<file path="src/design/mqttpq_pkg.sv">
// ----------------------------------------------------------------------------
// mqttpq_pkg
// Types, codes and reset values of the MQTT publish QoS handshake.
// ----------------------------------------------------------------------------
`timescale 1ns / 1ps

package mqttpq_pkg;

    localparam int unsigned IDENT_W = 16;
    localparam int unsigned COUNT_W = 16;
    localparam int unsigned LIMIT_W = 4;
    localparam int unsigned CFG_W   = 16;

    localparam logic [COUNT_W-1:0] TIMEOUT_RESET = 16'd1000;
    localparam logic [LIMIT_W-1:0] LIMIT_RESET   = 4'd3;

    typedef enum logic [0:0] {
        REG_TIMEOUT = 1'b0,
        REG_RETRY   = 1'b1
    } reg_index_t;

    typedef enum logic [1:0] {
        ACT_START  = 2'd0,
        ACT_TICK   = 2'd1,
        ACT_TXDONE = 2'd2,
        ACT_PACKET = 2'd3
    } action_t;

    localparam logic [3:0] KIND_PUBACK  = 4'd4;
    localparam logic [3:0] KIND_PUBREC  = 4'd5;
    localparam logic [3:0] KIND_PUBCOMP = 4'd7;

    localparam logic [1:0] QOS_0       = 2'd0;
    localparam logic [1:0] QOS_1       = 2'd1;
    localparam logic [1:0] QOS_INVALID = 2'd3;

    typedef enum logic [2:0] {
        EV_REFUSED  = 3'd0,
        EV_ACCEPTED = 3'd1,
        EV_PUBLISH  = 3'd2,
        EV_PUBREL   = 3'd3,
        EV_DONE     = 3'd4,
        EV_TIMEOUT  = 3'd5
    } event_t;

    typedef enum logic [2:0] {
        PH_IDLE      = 3'd0,
        PH_ARMED     = 3'd1,
        PH_Q0_TX     = 3'd2,
        PH_WAIT_ACK  = 3'd3,
        PH_WAIT_REC  = 3'd4,
        PH_WAIT_COMP = 3'd5
    } phase_t;

    typedef struct packed {
        logic [COUNT_W-1:0] reply_timeout_ticks;
        logic [LIMIT_W-1:0] retry_limit;
    } cfg_t;

    typedef struct packed {
        action_t            action;
        logic               link_up;
        logic [1:0]         qos_level;
        logic               retain_req;
        logic [3:0]         packet_kind;
        logic [IDENT_W-1:0] packet_ident;
    } item_t;

    typedef struct packed {
        phase_t             phase;
        logic [LIMIT_W-1:0] attempt_count;
        logic [COUNT_W-1:0] countdown;
        logic [IDENT_W-1:0] current_ident;
        logic [IDENT_W-1:0] ident_counter;
        logic [1:0]         held_qos;
        logic               held_retain;
    } state_t;

    typedef struct packed {
        logic               fire;
        event_t             event_res;
        logic [1:0]         qos_bits;
        logic               retain_bit;
        logic               dup_bit;
        logic [IDENT_W-1:0] ident_out;
    } result_t;

    localparam state_t STATE_RESET = '{
        phase:         PH_IDLE,
        attempt_count: '0,
        countdown:     '0,
        current_ident: '0,
        ident_counter: 16'd1,
        held_qos:      '0,
        held_retain:   1'b0
    };

endpackage

</file>
<file path="src/design/mqttpq_step.sv">
// ----------------------------------------------------------------------------
// mqttpq_step
// Next-state and result logic for one event of the publish handshake.
// ----------------------------------------------------------------------------
`timescale 1ns / 1ps

module mqttpq_step
(
    input  mqttpq_pkg::state_t  cur,
    input  mqttpq_pkg::cfg_t    cfg,
    input  mqttpq_pkg::item_t   item,
    output mqttpq_pkg::state_t  nxt,
    output mqttpq_pkg::result_t res
);

    logic                               fail;
    logic                               send;
    logic                               kind_match;
    logic                               ident_match;
    logic [mqttpq_pkg::IDENT_W-1:0]     ident_inc;
    logic [mqttpq_pkg::LIMIT_W:0]       attempt_inc;

    assign ident_inc   = cur.ident_counter + 16'd1;
    assign attempt_inc = {1'b0, cur.attempt_count} + 5'd1;
    assign ident_match = (item.packet_ident == cur.current_ident);
    assign kind_match  =
        ((cur.phase == mqttpq_pkg::PH_WAIT_ACK)  && (item.packet_kind == mqttpq_pkg::KIND_PUBACK))
     || ((cur.phase == mqttpq_pkg::PH_WAIT_REC)  && (item.packet_kind == mqttpq_pkg::KIND_PUBREC))
     || ((cur.phase == mqttpq_pkg::PH_WAIT_COMP) && (item.packet_kind == mqttpq_pkg::KIND_PUBCOMP));

    always_comb
    begin
        nxt  = cur;
        res  = '0;
        fail = 1'b0;
        send = 1'b0;

        unique case (item.action)
            mqttpq_pkg::ACT_START:
            begin
                res.fire = 1'b1;
                if (!item.link_up || (cur.phase != mqttpq_pkg::PH_IDLE))
                begin
                    res.event_res = mqttpq_pkg::EV_REFUSED;
                end
                else
                begin
                    nxt.ident_counter = (ident_inc == '0) ? 16'd1 : ident_inc;
                    nxt.current_ident = nxt.ident_counter;
                    nxt.held_qos      = item.qos_level;
                    nxt.held_retain   = item.retain_req;
                    nxt.attempt_count = '0;
                    nxt.phase         = mqttpq_pkg::PH_ARMED;
                    res.event_res     = mqttpq_pkg::EV_ACCEPTED;
                    res.qos_bits      = item.qos_level;
                    res.retain_bit    = item.retain_req;
                    res.ident_out     = nxt.ident_counter;
                end
            end
            mqttpq_pkg::ACT_TICK:
            begin
                if (cur.phase == mqttpq_pkg::PH_ARMED)
                begin
                    nxt.attempt_count = '0;
                    if (cur.held_qos == mqttpq_pkg::QOS_0)
                    begin
                        nxt.phase      = mqttpq_pkg::PH_Q0_TX;
                        res.fire       = 1'b1;
                        res.event_res  = mqttpq_pkg::EV_PUBLISH;
                        res.retain_bit = cur.held_retain;
                        res.ident_out  = cur.current_ident;
                    end
                    else if (cur.held_qos == mqttpq_pkg::QOS_INVALID)
                    begin
                        nxt.phase = mqttpq_pkg::PH_IDLE;
                    end
                    else
                    begin
                        nxt.phase = (cur.held_qos == mqttpq_pkg::QOS_1)
                                  ? mqttpq_pkg::PH_WAIT_ACK : mqttpq_pkg::PH_WAIT_REC;
                        send = 1'b1;
                    end
                end
                else if ((cur.phase == mqttpq_pkg::PH_WAIT_ACK)
                      || (cur.phase == mqttpq_pkg::PH_WAIT_REC)
                      || (cur.phase == mqttpq_pkg::PH_WAIT_COMP))
                begin
                    if (cur.countdown > 16'd1)
                    begin
                        nxt.countdown = cur.countdown - 16'd1;
                    end
                    else
                    begin
                        nxt.countdown = '0;
                        fail          = 1'b1;
                    end
                end
            end
            mqttpq_pkg::ACT_TXDONE:
            begin
                if (cur.phase == mqttpq_pkg::PH_Q0_TX)
                begin
                    nxt.phase     = mqttpq_pkg::PH_IDLE;
                    res.fire      = 1'b1;
                    res.event_res = mqttpq_pkg::EV_DONE;
                    res.ident_out = cur.current_ident;
                end
            end
            mqttpq_pkg::ACT_PACKET:
            begin
                if (kind_match)
                begin
                    if (!ident_match)
                    begin
                        fail = 1'b1;
                    end
                    else if (cur.phase == mqttpq_pkg::PH_WAIT_REC)
                    begin
                        nxt.phase         = mqttpq_pkg::PH_WAIT_COMP;
                        nxt.attempt_count = '0;
                        send              = 1'b1;
                    end
                    else
                    begin
                        nxt.phase         = mqttpq_pkg::PH_IDLE;
                        nxt.attempt_count = '0;
                        res.fire          = 1'b1;
                        res.event_res     = mqttpq_pkg::EV_DONE;
                        res.ident_out     = cur.current_ident;
                    end
                end
            end
            default:
            begin
                nxt = cur;
            end
        endcase

        if (fail)
        begin
            if (attempt_inc >= {1'b0, cfg.retry_limit})
            begin
                nxt.phase         = mqttpq_pkg::PH_IDLE;
                nxt.attempt_count = '0;
                res.fire          = 1'b1;
                res.event_res     = mqttpq_pkg::EV_TIMEOUT;
                res.ident_out     = cur.current_ident;
            end
            else
            begin
                nxt.attempt_count = attempt_inc[mqttpq_pkg::LIMIT_W-1:0];
                send              = 1'b1;
            end
        end

        if (send)
        begin
            nxt.countdown = cfg.reply_timeout_ticks;
            res.fire      = 1'b1;
            res.ident_out = cur.current_ident;
            if (nxt.phase == mqttpq_pkg::PH_WAIT_COMP)
            begin
                res.event_res = mqttpq_pkg::EV_PUBREL;
            end
            else
            begin
                res.event_res  = mqttpq_pkg::EV_PUBLISH;
                res.qos_bits   = cur.held_qos;
                res.retain_bit = cur.held_retain;
                res.dup_bit    = (nxt.attempt_count != '0);
            end
        end
    end

endmodule

</file>
<file path="src/design/mqtt_publish_qos_handshake.sv">
// ----------------------------------------------------------------------------
// mqtt_publish_qos_handshake
// Publisher side of the MQTT QoS 0/1/2 publish handshake.
//
// Usage:
//   Input channel (in_valid / in_stall) carries one event per beat: start,
//   tick, transmit done or packet received, with its fields. Output channel
//   (out_valid / out_stall) carries at most one result beat per event:
//   refused, accepted, send PUBLISH, send PUBREL, done or timed out.
//   Events that cause no result are consumed silently.
//   Configuration (cfg_we / cfg_index / cfg_data) sets the reply timeout
//   and the retry limit; write it only while no event is in flight.
//   An accepted event is held in the input register and is then processed;
//   its result is valid right after that update. One event per cycle while
//   out_stall holds no result, set by the single input and result registers.
//   Reset clears the handshake to idle, the message id counter to one, the
//   timeout to 1000 ticks and the retry limit to 3.
//   While out_stall is high and a result is held, the input register holds
//   its event and in_stall rises once that register is full.
// ----------------------------------------------------------------------------
`timescale 1ns / 1ps

module mqtt_publish_qos_handshake
(
    input  logic        clk,
    input  logic        rst_n,

    input  logic        cfg_we,
    input  logic [0:0]  cfg_index,
    input  logic [15:0] cfg_data,

    input  logic        in_valid,
    output logic        in_stall,
    input  logic [1:0]  action,
    input  logic        link_up,
    input  logic [1:0]  qos_level,
    input  logic        retain_req,
    input  logic [3:0]  packet_kind,
    input  logic [15:0] packet_ident,

    output logic        out_valid,
    input  logic        out_stall,
    output logic [2:0]  event_res,
    output logic [1:0]  qos_bits,
    output logic        retain_bit,
    output logic        dup_bit,
    output logic [15:0] ident_out
);

    logic                in_valid_reg;
    mqttpq_pkg::item_t   item_reg;
    mqttpq_pkg::state_t  state_reg;
    mqttpq_pkg::state_t  state_next;
    mqttpq_pkg::cfg_t    cfg_reg;
    logic                out_valid_reg;
    mqttpq_pkg::result_t res_reg;
    mqttpq_pkg::result_t res_next;
    logic                advance;
    logic                step_fire;

    assign advance   = !out_valid_reg || !out_stall;
    assign step_fire = in_valid_reg && advance;
    assign in_stall  = in_valid_reg && !advance;

    mqttpq_step u_step
    (
        .cur  (state_reg),
        .cfg  (cfg_reg),
        .item (item_reg),
        .nxt  (state_next),
        .res  (res_next)
    );

    // configuration registers
    always_ff @(posedge clk or negedge rst_n)
    begin
        if (!rst_n)
        begin
            cfg_reg.reply_timeout_ticks <= mqttpq_pkg::TIMEOUT_RESET;
            cfg_reg.retry_limit         <= mqttpq_pkg::LIMIT_RESET;
        end
        else if (cfg_we)
        begin
            unique case (mqttpq_pkg::reg_index_t'(cfg_index))
                mqttpq_pkg::REG_TIMEOUT: cfg_reg.reply_timeout_ticks <= cfg_data;
                mqttpq_pkg::REG_RETRY:   cfg_reg.retry_limit <= cfg_data[3:0];
                default:                 cfg_reg <= cfg_reg;
            endcase
        end
    end

    // input register
    always_ff @(posedge clk or negedge rst_n)
    begin
        if (!rst_n)
        begin
            in_valid_reg <= 1'b0;
        end
        else if (!in_stall)
        begin
            in_valid_reg <= in_valid;
        end
    end

    always_ff @(posedge clk)
    begin
        if (in_valid && !in_stall)
        begin
            item_reg.action       <= mqttpq_pkg::action_t'(action);
            item_reg.link_up      <= link_up;
            item_reg.qos_level    <= qos_level;
            item_reg.retain_req   <= retain_req;
            item_reg.packet_kind  <= packet_kind;
            item_reg.packet_ident <= packet_ident;
        end
    end

    // handshake state and result valid
    always_ff @(posedge clk or negedge rst_n)
    begin
        if (!rst_n)
        begin
            state_reg     <= mqttpq_pkg::STATE_RESET;
            out_valid_reg <= 1'b0;
        end
        else if (advance)
        begin
            if (step_fire)
            begin
                state_reg <= state_next;
            end
            out_valid_reg <= step_fire && res_next.fire;
        end
    end

    always_ff @(posedge clk)
    begin
        if (step_fire && res_next.fire)
        begin
            res_reg <= res_next;
        end
    end

    assign out_valid  = out_valid_reg;
    assign event_res  = res_reg.event_res;
    assign qos_bits   = res_reg.qos_bits;
    assign retain_bit = res_reg.retain_bit;
    assign dup_bit    = res_reg.dup_bit;
    assign ident_out  = res_reg.ident_out;

endmodule

</file>
<file path="config.mk">
export PLATFORM = sky130hd
export DESIGN_NAME = mqtt_publish_qos_handshake
export DESIGN_NICKNAME = d
export VERILOG_FILES = /design/src/design/mqttpq_pkg.sv /design/src/design/mqttpq_step.sv /design/src/design/mqtt_publish_qos_handshake.sv
export SDC_FILE = /design/constraint.sdc
export NUM_CORES = 1
export LEC_CHECK = 0
export BUFFER_PORTS_ARGS = -buffer_cell sky130_fd_sc_hd__buf_2
export CORE_UTILIZATION = 23
export DETAILED_ROUTE_END_ITERATION = 8
export MAX_ROUTING_LAYER = met4
export PLACE_DENSITY = 0.41
export SETUP_SLACK_MARGIN = 0.5
export SLEW_MARGIN = 20
export SYNTH_ARGS = -nofsm -noshare
export SYNTH_HDL_FRONTEND = slang
export SYNTH_SLANG_ARGS = --single-unit
</file>
<file path="constraint.sdc">
create_clock -name clk -period 3.91 [get_ports clk]
set_input_delay 0.391 -clock clk [delete_from_list [all_inputs] [get_ports clk]]
set_output_delay 0.391 -clock clk [all_outputs]
set_load 0.02 [all_outputs]
</file>
==> results.txt <==
root buf cell: clkbuf_16
via count: 4644
ys async rst share: 0.570
row count: 60
syn_nets: 639
synth warn: 0
required time worst endpoint: 4.16 ns
Synth Area in XOR/XNOR: 0.0503
die area: 0.0279 mm2
layout cell share with drive strength beyond 1: 0.263
Max Clk Rate: 319 MHz
commonest non-fill, non-tap cells in the layout: 71 x buf_2, 56 x dfrtp_1, 52 x nand2_1
area of the core: 0.0269 mm2
Final nets: 702
Die W: 167 um
largest family of logic cells by synthesized area: simple AND/OR/NAND/NOR gates
critical path type: reg2reg
Final HPWL DP: 11.7 mm
worst-skew pair later-pin latency: 0.41 ns
ANT nets after route: 0
Area Overhead vs Synth: 20.0%
Primary FF master, synth: dfrtp_1
Ports: 73
H-tree depth: 4
status: complete, but fails checks
Tmin final: 3.13 ns
Syn Std Cell Area: 0.00627 mm2
relative slew slack: 0.397
drt total wl: 16.2 mm
initial antenna violation count: 0
CP endpoint kind: flip-flop
Cells after Synth: 579
setup violators final: 0
Mapped Avg Cell Area: 10.8 um2
Vias/cell: 4.66
Worst Skew: 0.00963 ns
Tcrit/Tclk final: 0.801
Initial DRC Count: 380
area of the multi-input gates: 0.00281 mm2
pwr/cell area: 536 mW/mm2
max reg flops: 43
RD Place Congestion: 0.809
TritonCTS clock tree: done
Clock transition at path regs: 0.06 ns
Die Ht: 167 um
first-pass GRT wire length: 26.2 mm
starting density of the core: 0.233
Synth Area in Compound Gates: 0.159
worst hold slack: -0.0205 ns
PortBufs: 72
fillers: 2816
Num Clock Sinks: 114
PostCTS Resize Cnt: 0
Final WS setup: 0.779 ns
Critical Path AT: 3.39 ns
failing checks: negative hold slack
leakage power: 3.00 nW
CTS Hold Bufs: 0
EDFF count, synth: 49
Final Hold Vio Count: 33
CTS buffer count: 17
sequential share of the synthesized area: 0.496
vias in the first global route: 4717
DRC Markers: 0
Synth Area in Adders: 0.0240
clk buf depth: 2
worst hold path class: in2async
WL/cell: 16.2 um
gr ovfl total: 0
setup TNS: 0 ns
DP Worst Slack: 0.743 ns
detailed-router iteration count before antenna repair: 5
Final Max Slew Viols: 0
Max VDD drop: 0.000282 V
Setup Fix Bufs, Post-CTS: 0
Simple-Gate Fraction of Synth Area: 0.165
Antenna Cells: 0
RSZ-0062 raised after global routing: no
register area: 0.00311 mm2
Total GRT Usage: 0.124
FF+latch count, synth: 114
actual slew at the worst max-slew pin: 0.898 ns
worst-path fanout max: 20
largest net degree at the start of global routing: 43
Max-cap violations: 0
Cell variety after synth: 75
commonest non-fill, non-tap cell in the layout: buf_2
post-synthesis mux area share: 0.0491
CP startpoint kind: flip-flop
## through the flow
stage | std cells | hold WS [ns] | area, um2 | power [W] | util
3_3_place_gp | 964 | 0.501 | 6890 | 0.00242 | 0.257
2_1_floorplan | 579 | 0.0954 | 6270 | 0.00218 | -
3_5_place_dp | 964 | 0.498 | 6890 | 0.00243 | 0.257
6_report | 996 | -0.0205 | 7520 | 0.00403 | 0.280
4_1_cts | 996 | 0.136 | 7510 | 0.00407 | 0.280
5_1_grt | 996 | 0.00983 | 7520 | 0.00424 | 0.280
## per-layer routing
metal  vias up  GRT usage  routed length, um
li1       2239          -                  -
met4         0     0.0407                180
met3        15     0.0255                619
met5         -          -                  0
met1      2280      0.170               8270
met2       110      0.183               7080
## worst paths after layout
path                       depth (start not counted)                      start                        end  slack (ns)
max reg2reg                                        8  state_reg[51]$_DFFE_PN0P_  state_reg[41]$_DFFE_PN0P_        0.78
max                                                8  state_reg[51]$_DFFE_PN0P_  state_reg[41]$_DFFE_PN0P_        0.78
min in group clk                                   1                  action[1]     item_reg[25]$_DFFE_PP_        0.16
max in group asynchronous                          2                      rst_n   state_reg[3]$_DFFE_PN1P_        3.10
min                                                1                      rst_n  state_reg[42]$_DFFE_PN0P_       -0.02
min reg2reg                                        1     cfg_reg[3]$_DFFE_PN0P_     cfg_reg[3]$_DFFE_PN0P_        0.51
## cells in the mapped netlist, types with 15 or more instances
cell type / instances / area share
xor2_1: 22 / 0.031
nor2_1: 43 / 0.026
edfxtp_1: 49 / 0.23
inv_1: 31 / 0.019
nand2_1: 53 / 0.032
o22ai_1: 15 / 0.015
dfrtp_1: 56 / 0.22
o21ai_0: 26 / 0.021
a21oi_1: 17 / 0.014
a211oi_1: 15 / 0.018
mux2_2: 22 / 0.040
## where the power goes
part           internal, W  switching (W)  leakage [nW]  total (W)
sequential         0.00145       0.000190          1.23    0.00164
clock              0.00107       0.000554         0.308    0.00162
combinational     0.000298       0.000470          1.46   0.000768
total              0.00282        0.00121          3.00    0.00403
## worst max-delay path, stage by stage (launching register included)
cell and delay, ns:
dfrtp_1 0.46, ha_1 0.29, xor2_1 0.16, ha_1 0.27, o21ai_0 0.07, o21ai_1 0.46
o21ai_4 0.32, o21ai_2 0.72, o22ai_1 0.22
## logic make-up (layout without fill, tap and decap cells)
logic type | after synthesis | in the layout
xor+xnor | 36 | 36
flops | 114 | 114
simple gates | 179 | 179
mux | 28 | 28
fa+ha+maj | 12 | 12
buf+inv | 70 | 146
compound gates | 140 | 140
## final cells by class
cell class | instances | area share
Clock buffer | 25 | 0.0702
Clock inverter | 7 | 0.0123
Inverter | 32 | 0.0160
Multi-Input combinational cell | 395 | 0.373
Sequential cell | 114 | 0.413
Tap cell | 341 | 0.0567
Timing Repair Buffer | 82 | 0.0582
(Power assumes the default switching activity.)
